<file path="src/design/kwsl_pkg.sv">
// Shared types, constants and character helpers for the keyword/string lexer.
`timescale 1ns / 1ps

package kwsl_pkg;

  localparam int MAX_TOKEN_LEN = 64;
  localparam int OFFSET_WIDTH  = 16;
  localparam int START_W       = 16;
  localparam int LEN_W         = 7;
  localparam int FIFO_DEPTH    = 4;
  localparam int FIFO_AW       = $clog2(FIFO_DEPTH);
  localparam int CNT_W         = $clog2(FIFO_DEPTH + 1);

  localparam logic [LEN_W-1:0] MAX_LEN = LEN_W'(MAX_TOKEN_LEN);

  // ASCII codes
  localparam logic [7:0] CH_NUL    = 8'd0;
  localparam logic [7:0] CH_COLON  = 8'd58;
  localparam logic [7:0] CH_DQUOTE = 8'd34;
  localparam logic [7:0] CH_SQUOTE = 8'd39;

  typedef enum logic [2:0] {
    KIND_FN     = 3'd0,
    KIND_END    = 3'd1,
    KIND_PRINT  = 3'd2,
    KIND_SYMBOL = 3'd3,
    KIND_STRING = 3'd4,
    KIND_COLON  = 3'd5,
    KIND_EOI    = 3'd6,
    KIND_ERROR  = 3'd7
  } token_kind_t;

  typedef enum logic [1:0] {
    MODE_IDLE  = 2'd0,
    MODE_IDENT = 2'd1,
    MODE_STR   = 2'd2
  } lexer_mode_t;

  typedef struct packed {
    token_kind_t            kind;
    logic [START_W-1:0]     start;
    logic [LEN_W-1:0]       length;
    logic                   too_long;
    logic                   last;
  } tok_t;

  // Core to top: tokens produced by this byte, plus halt status
  typedef struct packed {
    logic [1:0] count;
    tok_t       first;
    tok_t       second;
    logic       halted;
  } core_out_t;

  function automatic logic is_space(input logic [7:0] c);
    return (c == 8'd32) || (c >= 8'd9 && c <= 8'd13);
  endfunction

  function automatic logic is_alpha(input logic [7:0] c);
    return (c >= 8'd65 && c <= 8'd90) || (c >= 8'd97 && c <= 8'd122);
  endfunction

  function automatic logic is_alnum(input logic [7:0] c);
    return is_alpha(c) || (c >= 8'd48 && c <= 8'd57);
  endfunction

  // Keyword lengths: fn, end, print
  function automatic logic [LEN_W-1:0] kw_len(input logic [1:0] idx);
    logic [LEN_W-1:0] r;
    case (idx)
      2'd0:    r = LEN_W'(2);
      2'd1:    r = LEN_W'(3);
      default: r = LEN_W'(5);
    endcase
    return r;
  endfunction

  // Keyword text, one character at a given position
  function automatic logic [7:0] kw_char(input logic [1:0] idx, input logic [2:0] pos);
    logic [7:0] r;
    r = 8'd0;
    case (idx)
      2'd0: begin
        case (pos)
          3'd0:    r = "f";
          3'd1:    r = "n";
          default: r = 8'd0;
        endcase
      end
      2'd1: begin
        case (pos)
          3'd0:    r = "e";
          3'd1:    r = "n";
          3'd2:    r = "d";
          default: r = 8'd0;
        endcase
      end
      default: begin
        case (pos)
          3'd0:    r = "p";
          3'd1:    r = "r";
          3'd2:    r = "i";
          3'd3:    r = "n";
          3'd4:    r = "t";
          default: r = 8'd0;
        endcase
      end
    endcase
    return r;
  endfunction

  // Drop keywords whose next character does not match
  function automatic logic [2:0] kw_match(input logic [2:0] hits, input logic [LEN_W-1:0] pos,
                                          input logic [7:0] c);
    logic [2:0] r;
    r = hits;
    for (int i = 0; i < 3; i++) begin
      if (hits[i]) begin
        if (pos >= kw_len(2'(i)) || kw_char(2'(i), pos[2:0]) != c) begin
          r[i] = 1'b0;
        end
      end
    end
    return r;
  endfunction

endpackage

</file>
<file path="src/design/keyword_string_lexer.sv">
// Top level: streaming lexer for identifiers, keywords, strings and colons.
//
//   channel | signals                               | direction
//   --------+---------------------------------------+----------
//   byte    | byte_valid, byte_stall, in_byte       | in
//   token   | token_valid, token_stall, token_kind, | out
//           | token_start, token_length, too_long,  |
//           | last                                  |
//
// One byte per cycle while byte_stall is low: a byte is captured in the input
// register, lexed from there and its zero, one or two tokens written to a
// four-entry queue. The lexer proceeds only while the queue has at least two
// free entries. With the result side never stalling the queue holds at most
// two tokens, so the input stalls only after the result side has held off.
// Synchronous reset clears the lexer state and empties the queue.
// After an error the lexer is halted: bytes are still taken but give nothing.
`timescale 1ns / 1ps

module keyword_string_lexer (
  input  logic                         clk,
  input  logic                         rst,
  input  logic                         byte_valid,
  output logic                         byte_stall,
  input  logic [7:0]                   in_byte,
  output logic                         token_valid,
  input  logic                         token_stall,
  output logic [2:0]                   token_kind,
  output logic [kwsl_pkg::START_W-1:0] token_start,
  output logic [kwsl_pkg::LEN_W-1:0]   token_length,
  output logic                         too_long,
  output logic                         last
);
  import kwsl_pkg::*;

  logic [7:0]       src_byte;
  logic             src_valid;
  logic             go;
  logic             room;
  logic             pop;
  core_out_t        core_out;
  tok_t             head;
  logic [CNT_W-1:0] count;

  // Room for a full pair of tokens
  assign room       = count <= CNT_W'(FIFO_DEPTH - 2);
  assign go         = src_valid && room;
  assign byte_stall = src_valid && !room;

  // Input register
  always_ff @(posedge clk) begin
    if (rst) begin
      src_valid <= 1'b0;
    end else if (byte_valid && !byte_stall) begin
      src_valid <= 1'b1;
    end else if (go) begin
      src_valid <= 1'b0;
    end
  end

  always_ff @(posedge clk) begin
    if (byte_valid && !byte_stall) begin
      src_byte <= in_byte;
    end
  end

  kwsl_core u_core (
    .clk      (clk),
    .rst      (rst),
    .go       (go),
    .cur_byte (src_byte),
    .core_out (core_out)
  );

  kwsl_fifo u_fifo (
    .clk         (clk),
    .rst         (rst),
    .push_count  (core_out.count),
    .push_first  (core_out.first),
    .push_second (core_out.second),
    .pop         (pop),
    .head        (head),
    .count       (count)
  );

  // Result side
  assign token_valid  = count != '0;
  assign pop          = token_valid && !token_stall;
  assign token_kind   = head.kind;
  assign token_start  = head.start;
  assign token_length = head.length;
  assign too_long     = head.too_long;
  assign last         = head.last;

  // Checks
  a_fifo_bound: assert property (@(posedge clk) disable iff (rst)
    count <= CNT_W'(FIFO_DEPTH))
    else $error("result queue overflow");

  a_halt_sticks: assert property (@(posedge clk) disable iff (rst)
    core_out.halted |=> core_out.halted)
    else $error("halt released without reset");

  a_halt_silent: assert property (@(posedge clk) disable iff (rst)
    core_out.halted |-> core_out.count == 2'd0)
    else $error("token produced while halted");

  a_stall_holds: assert property (@(posedge clk) disable iff (rst)
    byte_stall |-> src_valid && count > CNT_W'(FIFO_DEPTH - 2))
    else $error("input stalled without a full queue");

endmodule

</file>
<file path="src/design/kwsl_core.sv">
// Lexer state and per-byte token logic.
`timescale 1ns / 1ps

module kwsl_core (
  input  logic                clk,
  input  logic                rst,
  input  logic                go,
  input  logic [7:0]          cur_byte,
  output kwsl_pkg::core_out_t core_out
);
  import kwsl_pkg::*;

  lexer_mode_t             mode, mode_next;
  logic                    quote_kind, quote_kind_next;
  logic [LEN_W-1:0]        text_length, text_length_next;
  logic [OFFSET_WIDTH-1:0] start_offset, start_offset_next;
  logic [OFFSET_WIDTH-1:0] byte_offset, byte_offset_next;
  logic [2:0]              keyword_hits, keyword_hits_next;
  logic                    halted, halted_next;

  // Character classes and derived values
  logic                    c_space, c_alpha, c_alnum, c_quote, c_colon, c_nul;
  logic                    str_close;
  logic [LEN_W-1:0]        len_bumped, len_sat;
  logic                    len_over;
  logic                    idle_emits;
  tok_t                    idle_tok, ident_tok, str_tok;

  assign c_space    = is_space(cur_byte);
  assign c_alpha    = is_alpha(cur_byte);
  assign c_alnum    = is_alnum(cur_byte);
  assign c_quote    = (cur_byte == CH_DQUOTE) || (cur_byte == CH_SQUOTE);
  assign c_colon    = (cur_byte == CH_COLON);
  assign c_nul      = (cur_byte == CH_NUL);
  assign str_close  = cur_byte == (quote_kind ? CH_SQUOTE : CH_DQUOTE);
  assign len_bumped = (text_length <= MAX_LEN) ? text_length + 1'b1 : text_length;
  assign len_over   = text_length > MAX_LEN;
  assign len_sat    = len_over ? MAX_LEN : text_length;
  assign idle_emits = !c_space && !c_alpha && !c_quote;

  // Token from the between-tokens path: colon, end of input or error
  always_comb begin
    idle_tok          = '0;
    idle_tok.start    = START_W'(byte_offset);
    idle_tok.too_long = 1'b0;
    idle_tok.last     = 1'b1;
    if (c_colon) begin
      idle_tok.kind   = KIND_COLON;
      idle_tok.length = LEN_W'(1);
    end else if (c_nul) begin
      idle_tok.kind   = KIND_EOI;
      idle_tok.length = '0;
    end else begin
      idle_tok.kind   = KIND_ERROR;
      idle_tok.length = LEN_W'(1);
    end
  end

  // Identifier that ends at this byte
  always_comb begin
    ident_tok          = '0;
    ident_tok.kind     = KIND_SYMBOL;
    ident_tok.start    = START_W'(start_offset);
    ident_tok.length   = len_sat;
    ident_tok.too_long = len_over;
    ident_tok.last     = !idle_emits;
    for (int i = 0; i < 3; i++) begin
      if (keyword_hits[i] && text_length == kw_len(2'(i))) begin
        ident_tok.kind = token_kind_t'(3'(i));
      end
    end
  end

  // String closed by quote or broken by NUL
  always_comb begin
    str_tok          = '0;
    str_tok.kind     = c_nul ? KIND_ERROR : KIND_STRING;
    str_tok.start    = START_W'(start_offset);
    str_tok.length   = len_sat;
    str_tok.too_long = len_over;
    str_tok.last     = 1'b1;
  end

  // Next state
  always_comb begin
    mode_next         = mode;
    quote_kind_next   = quote_kind;
    text_length_next  = text_length;
    start_offset_next = start_offset;
    byte_offset_next  = byte_offset;
    keyword_hits_next = keyword_hits;
    halted_next       = halted;
    if (go && !halted) begin
      byte_offset_next = byte_offset + 1'b1;
      if (mode == MODE_STR) begin
        if (str_close) begin
          mode_next = MODE_IDLE;
        end else if (c_nul) begin
          mode_next   = MODE_IDLE;
          halted_next = 1'b1;
        end else begin
          text_length_next = len_bumped;
        end
      end else if (mode == MODE_IDENT && c_alnum) begin
        keyword_hits_next = kw_match(keyword_hits, text_length, cur_byte);
        text_length_next  = len_bumped;
      end else begin
        // Between tokens, or the byte that ends an identifier
        mode_next = MODE_IDLE;
        if (c_alpha) begin
          mode_next         = MODE_IDENT;
          start_offset_next = byte_offset;
          text_length_next  = LEN_W'(1);
          keyword_hits_next = kw_match(3'b111, '0, cur_byte);
        end else if (c_quote) begin
          mode_next         = MODE_STR;
          quote_kind_next   = (cur_byte == CH_SQUOTE);
          start_offset_next = byte_offset + 1'b1;
          text_length_next  = '0;
        end else if (!c_space && !c_colon && !c_nul) begin
          halted_next = 1'b1;
        end
      end
    end
  end

  // Outputs: tokens for this byte
  always_comb begin
    core_out        = '0;
    core_out.halted = halted;
    core_out.first  = idle_tok;
    core_out.second = idle_tok;
    if (go && !halted) begin
      unique case (mode)
        MODE_IDENT: begin
          if (!c_alnum) begin
            core_out.first = ident_tok;
            core_out.count = idle_emits ? 2'd2 : 2'd1;
          end
        end
        MODE_STR: begin
          core_out.first = str_tok;
          core_out.count = (str_close || c_nul) ? 2'd1 : 2'd0;
        end
        default: begin
          core_out.count = idle_emits ? 2'd1 : 2'd0;
        end
      endcase
    end
  end

  always_ff @(posedge clk) begin
    if (rst) begin
      mode         <= MODE_IDLE;
      quote_kind   <= 1'b0;
      text_length  <= '0;
      start_offset <= '0;
      byte_offset  <= '0;
      keyword_hits <= '0;
      halted       <= 1'b0;
    end else begin
      mode         <= mode_next;
      quote_kind   <= quote_kind_next;
      text_length  <= text_length_next;
      start_offset <= start_offset_next;
      byte_offset  <= byte_offset_next;
      keyword_hits <= keyword_hits_next;
      halted       <= halted_next;
    end
  end

endmodule

</file>
<file path="src/design/kwsl_fifo.sv">
// Result queue: takes up to two tokens per cycle, gives one per cycle when popped.
`timescale 1ns / 1ps

module kwsl_fifo (
  input  logic                       clk,
  input  logic                       rst,
  input  logic [1:0]                 push_count,
  input  kwsl_pkg::tok_t             push_first,
  input  kwsl_pkg::tok_t             push_second,
  input  logic                       pop,
  output kwsl_pkg::tok_t             head,
  output logic [kwsl_pkg::CNT_W-1:0] count
);
  import kwsl_pkg::*;

  tok_t               entries [FIFO_DEPTH];
  logic [FIFO_AW-1:0] rd_ptr, wr_ptr;
  logic [FIFO_AW-1:0] wr_ptr_plus1;

  assign wr_ptr_plus1 = wr_ptr + 1'b1;
  assign head         = entries[rd_ptr];

  // Storage
  always_ff @(posedge clk) begin
    if (push_count != 2'd0) begin
      entries[wr_ptr] <= push_first;
    end
    if (push_count == 2'd2) begin
      entries[wr_ptr_plus1] <= push_second;
    end
  end

  // Pointers and fill count
  always_ff @(posedge clk) begin
    if (rst) begin
      rd_ptr <= '0;
      wr_ptr <= '0;
      count  <= '0;
    end else begin
      wr_ptr <= wr_ptr + FIFO_AW'(push_count);
      if (pop) begin
        rd_ptr <= rd_ptr + 1'b1;
      end
      count <= count + CNT_W'(push_count) - CNT_W'(pop);
    end
  end

endmodule
</file>
<file path="config.mk">
export PLATFORM = sky130hd
export DESIGN_NAME = keyword_string_lexer
export DESIGN_NICKNAME = d
export VERILOG_FILES = /design/src/design/kwsl_pkg.sv /design/src/design/keyword_string_lexer.sv /design/src/design/kwsl_core.sv /design/src/design/kwsl_fifo.sv
export SDC_FILE = /design/constraint.sdc
export NUM_CORES = 1
export LEC_CHECK = 0
export BUFFER_PORTS_ARGS = -buffer_cell sky130_fd_sc_hd__buf_2
export CORE_MARGIN = 2
export CORE_UTILIZATION = 35
export DETAILED_ROUTE_END_ITERATION = 16
export GPL_ROUTABILITY_DRIVEN = 0
export SLEW_MARGIN = 15
export SYNTH_ARGS = -nofsm -noshare
export SYNTH_HDL_FRONTEND = slang
export SYNTH_SLANG_ARGS = --single-unit
</file>
<file path="constraint.sdc">
create_clock -name clk -period 8.85 [get_ports clk]
set_input_delay 0.885 -clock clk [delete_from_list [all_inputs] [get_ports clk]]
set_output_delay 0.885 -clock clk [all_outputs]
set_load 0.01 [all_outputs]
</file>
After elaboration in Yosys (flattened, before gate mapping)
Memories as Yosys holds them, arrays and structs flattened. A register that Yosys moved wholly into a read port is not among the register bits.
Cells that the tools add are included.
Word-level totals
  word-level logic and storage cells: 230
  RAM bits: 112
  register bits after elaboration: 62
  memories: 1
Memory list
  u_fifo.entries: words 4, bits a word 28, rd ports 1, clocked after memory_dff 1, write ports 2, line kwsl_fifo.sv:16  | tok_t entries [FIFO_DEPTH];
Cells by class
  reductions and logical operators: 53
  bitwise operators: 3
  add/subtract/negate cells: 7
  equal/unequal tests: 28
  mux-type cells: 109
  $lt $le $gt $ge: 17
Operator list (number)
  7-bit 2-to-1 mux: 33
  8-bit 2-to-1 mux: 24
  30-bit 2-to-1 mux: 2
  28-bit case mux with 2 select lines: 1
  8-bit inequality test: 6
  7-bit case mux with 5 select lines: 1
  8-bit by 6-bit == test with 1-bit output, second input constant: 4
  16-bit 2-to-1 mux: 2
  1-bit 2-to-1 mux: 26
  2-bit 2-to-1 mux: 13
  1-bit by 7-bit greater-or-equal comparator with 1-bit output, first input constant: 3
  7-bit greater-or-equal comparator: 3
  7-bit case mux with 3 select lines: 1
  1-bit logical AND: 17
  16-bit by 1-bit adder with 16-bit output, second input constant: 1
  8-bit by 7-bit greater-or-equal comparator with 1-bit output, second input constant: 2
  8-bit by 7-bit <= comparator with 1-bit output, second input constant: 2
  7-bit by 2-bit == test with 1-bit output, second input constant: 2
  7-bit case mux with 2 select lines: 1
  3-bit 2-to-1 mux: 4
  1-bit logical OR: 11
  1-bit zero test: 10
  2-bit nonzero test: 5
  8-bit == test: 1
  31 further kinds: 42

Longest topological paths before layout
  word-level depth: 13
  gate-level depth with buffers: 12
  mapped depth without buffers: 11

Modules after synthesis
Synthesis repeated with hierarchy kept, for this count alone.
Second synthesis, totals
  cells, all modules: 795
  area, all modules: 9781.9 um^2
Modules (own cells, without submodules)
  kwsl_fifo: seq. area each 3543.4 um^2, instances 1, cells each 314, area an instance 5931.9 um^2
  kwsl_core: seq. area each 920.9 um^2, instances 1, cells each 462, area an instance 3522.1 um^2
  keyword_string_lexer: seq. area each 260.2 um^2, instances 1, cells each 19, area an instance 327.8 um^2

Least setup slack after synthesis
No wires, ideal clock.
  kind: register -> register
  from: register src_byte[1]
  to: memory u_fifo.entries[3][10] (netlist name), enable pin
  cell stages (with the launch flop): 10
  path buffers: 3
  period minus slack after synthesis: 3136 ps
  data arrival time: 2760 ps
  slack: 5714 ps
  required time: 8474 ps
  cell sequence: edfxtp_1 > or4_1 > buf_2 > a21oi_4 > a22oi_2 > or3_1 > clkbuf_1 > o32a_1 > buf_4 > nand2_1
RTL lines
  start, declared: line keyword_string_lexer.sv:35  | logic [7:0] src_byte;
  start signal, assigned: line keyword_string_lexer.sv:62  | src_byte <= in_byte;
  end, declared: line kwsl_fifo.sv:16

==> results.md <==
Timing:
- The final cycle utilization of the critical path is 49.3%.
- The worst slack on hold paths is 461 ps.
- The worst slew margin relative to its limit is 33.0%.
- The number of slew-limit violations in the final report came to 0.
- Setup repair after global routing left no endpoint under its margin.
- The slew at the pin closest to its max-slew limit is 1000 ps.
- Clock skew on the completed layout was measured at 14.0 ps.
- Setup total negative slack on the finished layout was measured at 0 ps.
- The count of endpoints failing setup in the final report is 0.
- Static timing analysis puts the maximum clock frequency at about 0.23 GHz.
- The count of final hold-check violations is 0.
- The final critical-path required period is 4360 ps.

Critical path:
- The slowest cell on the critical path is sky130_fd_sc_hd__nand2_1.
- The endpoint kind of the worst setup timing path is a register.
- The endpoint of the worst setup timing path is u_fifo.entries[3][14]$_DFFE_PP_.
- The maximum fanout encountered on the critical timing path is 19.
- The worst setup path is launched from a register.
- The worst register-to-register path begins at src_byte[2]$_DFFE_PP_.
- The critical setup path kind is reg2reg.
- Walking the worst path, the cells encountered are or4_1 -> nor2_1 -> o21a_1 -> a311oi_1 -> o32a_1 -> nand2_1.
- On the worst path, the slowest cell contributes a delay of 800 ps.
- The path depth of the worst reg2reg path is 6.
- The worst reg2reg path endpoint is u_fifo.entries[3][14]$_DFFE_PP_.
- At the worst endpoint, the required time is 8900 ps.
- The worst register-to-register path has a setup slack of roughly 4500 ps.
- The start point of the critical path is src_byte[2]$_DFFE_PP_.
- For the worst setup path, the data arrival time is about 4400 ps.

Global route:
- After global routing the overflow that remains totals 0.
- The maximum number of pins on one net before global-route repair is 72.
- The first-pass GRT wire length is between 30 and 40 mm.
- Global routing consumed, over all layers together, 16.3% of the routing resources.
- The initial antenna violation count was 0.
- The via count of the first global-routing pass was 6472.

Synth:
- After synthesis the netlist holds a flip-flop and latch count of 176.
- In the post-synthesis netlist, the cell with the most instances is sky130_fd_sc_hd__dfxtp_1.
- The synthesis warning total is 0.
- The share of synthesized area in the top cell type comes to 27.3%.
- The synthesized netlist contains 76 unique library cells.
- The async set or reset register ratio after synthesis is 0%.
- The number of enable flip-flop cells after synthesis is 84.
- The cell area that synthesis handed to floorplanning was 9240 µm².
- Sorting the synthesized cells by how often they occur yields sky130_fd_sc_hd__dfxtp_1 (92), sky130_fd_sc_hd__edfxtp_1 (84), sky130_fd_sc_hd__a32o_1 (64).
- Sorting the synthesized cells by area gives the leading types as sky130_fd_sc_hd__edfxtp_1 (27%), sky130_fd_sc_hd__dfxtp_1 (20%), sky130_fd_sc_hd__a32o_1 (6.9%).
- The post-synthesis net count is 868.
- The synthesized design spends more area on one cell type than any other, namely sky130_fd_sc_hd__edfxtp_1.
- The sequential element share of the synthesized area is 47.2%.
- The cell count after synthesis came out at 842.
- The primary flip-flop cell chosen by synthesis mapping is sky130_fd_sc_hd__dfxtp_1.
- The per-instance average area after synthesis is 11.0 µm².

Power and ir drop:
- The analysis attributes to cell leakage a power of 3.46 nW.
- Across the VDD grid, the largest voltage drop is 0.108 mV.
- Dividing total power by cell area gives a power density of 204 nW/µm².

Clock tree:
- The later-pin clock latency in the skew report is 440 ps.
- Buffers added to address setup during post-CTS repair amount to 0.
- For this design, the sink count on the clock tree is 176.
- For this design, the CTS-stage hold fixing added 0 buffers.
- After clock tree synthesis, the clock-pin slew on the worst setup and hold paths is around 80 ps.
- The tree is rooted in a sky130_fd_sc_hd__clkbuf_16.
- Clock tree synthesis inserted a total of 17 buffers.
- TritonCTS built the clock tree.
- The number of buffers between clock root and the deepest sink is 2.
- Post-CTS repair changed the size of 0 cells.
- The maximum level of the CTS H-tree is 4.

Cells and area:
- Of the cells placed in the final design, the portion with a size suffix greater than 1 is 15.8%.
- The core occupancy in the finished layout is about two fifths.
- The number of antenna cells inserted is 0.
- The number of nets in the finished design is 865.
- The layout-stage area growth over the synthesis result is 10.7%.

Floorplan:
- The boundary pin count is 42.
- The initial cell density of the core is 35.6%.
- The floorplan step defined a core boundary enclosing 26000 µm².
- The floorplan die area is approximately 28000 µm².
- In this run the core area contains 59 standard-cell rows.
- The die outline height is 166 µm.
- The die is 166 µm wide.

Detailed routing:
- The number of search-and-repair iterations in the first detailed-routing pass is 5.
- The wire length per cell is 19.0 µm.
- The number of design rule violations left after detail routing is 0.
- The post-detailed-route via-to-cell ratio is 5.76.
- Wires add up to 22.6 mm.
- The final antenna-violating net count is 0.
- The detailed router placed between 6000 and 7000 vias in this run.
- After the first detailed-routing iteration, the DRC count stood at 538.

Hold path:
- The tightest min-delay check is of the reg2reg type.

Flow run:
- Max-cap violations in this run came to 0.

Outcome:
- The run finished with clean final reports.

Place:
- The final HPWL from detailed placement is 14.8 mm.
- Input and output buffers added on the ports amount to 41.
==> worst min path at each step <==
| stage | to | cells past startpoint | slack [ps] | from |
|---|---|---|---|---|
| 5_1_grt | u_core.keyword_hits[0]$_SDFFE_PP0P_ | 2 | 480 | u_core.keyword_hits[0]$_SDFFE_PP0P_ |
| 4_1_cts | u_core.keyword_hits[0]$_SDFFE_PP0P_ | 2 | 460 | u_core.keyword_hits[0]$_SDFFE_PP0P_ |
| 2_1_floorplan | u_core.keyword_hits[0]$_SDFFE_PP0P_ | 2 | 440 | u_core.keyword_hits[0]$_SDFFE_PP0P_ |
| 6_report | u_core.keyword_hits[0]$_SDFFE_PP0P_ | 2 | 460 | u_core.keyword_hits[0]$_SDFFE_PP0P_ |
| 3_3_place_gp | u_core.keyword_hits[0]$_SDFFE_PP0P_ | 2 | 450 | u_core.keyword_hits[0]$_SDFFE_PP0P_ |
| 3_5_place_dp | u_core.keyword_hits[0]$_SDFFE_PP0P_ | 2 | 450 | u_core.keyword_hits[0]$_SDFFE_PP0P_ |
==> layer usage <==
| layer | part of all wire [%] | track usage, % |
|---|---|---|
| met5 | 0 | 0 |
| met4 | 1.3 | 4.54 |
| met3 | 6.1 | 3.26 |
| met2 | 45 | 24.9 |
| met1 | 48 | 23.5 |
==> power by group <==
| group | leakage, nW | internal [W] | switching, W |
|---|---|---|---|
| registers | 1.45 | 0.000900 | 0.0000396 |
| logic | 1.73 | 0.000174 | 0.000230 |
| clock network | 0.283 | 0.000379 | 0.000366 |
| total | 3.46 | 0.00145 | 0.000636 |
==> stage by stage <==
step	cell area, µm²	setup WS [ps]	total power [W]	instances
3_3_place_gp	9640	4690	0.00136	1155
2_1_floorplan	9240	5710	0.00124	842
4_1_cts	10200	4580	0.00211	1187
6_report	10200	4490	0.00209	1187
5_1_grt	10200	4360	0.00218	1187
3_5_place_dp	9640	4610	0.00137	1155
==> worst max-delay path: cells and delay by family, from the launching register on <==
family	cells	cell delay, ps
AOI/OAI and AO/OA	3	1090
DFF	1	590
and+or+nand+nor	3	2270
==> cells by family after synthesis <==
family,Yosys count,synth area share (%)
AND/OR/NAND/NOR,225,12.6
AO/OA/AOI/OAI,221,18.7
flip-flops,176,47.2
buffers and inverters,98,4.54
multiplexers,68,11.2
XOR/XNOR,40,3.79
adder cells (fa/ha/maj),14,1.98
==> cell usage in the layout, fill, tap and decap left out, types with 12 or more instances in the layout <==
cell and n:
sky130_fd_sc_hd__nand4_1 15, sky130_fd_sc_hd__nand2_1 51, sky130_fd_sc_hd__edfxtp_1 84, sky130_fd_sc_hd__buf_4 13, sky130_fd_sc_hd__clkbuf_16 17, sky130_fd_sc_hd__xor2_1 19
sky130_fd_sc_hd__nor2_1 58, sky130_fd_sc_hd__nor4_1 12, sky130_fd_sc_hd__buf_2 41, sky130_fd_sc_hd__a32o_1 64, sky130_fd_sc_hd__dfxtp_1 91, sky130_fd_sc_hd__a21oi_1 29
sky130_fd_sc_hd__nand3_1 13, sky130_fd_sc_hd__inv_1 22, sky130_fd_sc_hd__mux4_2 28, sky130_fd_sc_hd__mux2i_1 40, sky130_fd_sc_hd__a211oi_1 17, sky130_fd_sc_hd__o21ai_0 47
sky130_fd_sc_hd__ha_1 13, sky130_fd_sc_hd__xnor2_1 21
==> final cells by class <==
class / count / area [µm²]
inverters: 22 / 82.6
repair buffers: 54 / 303
multi-input cells: 568 / 4470
fillers: 2600 / 15800
well taps: 335 / 419
flip-flops and latches: 176 / 4370
clock buffers: 17 / 425
clock inverters: 15 / 164
==> sequential cells by signal, indices dropped and copies added (netlist names), 3 cells and up, named ones only <==
name	cells
src_byte	8
u_core.byte_offset	16
u_core.keyword_hits	3
u_core.start_offset	16
u_core.text_length	7
u_fifo.count	3
u_fifo.entries	112
No activity file was read; power rests on OpenSTA's default activity.
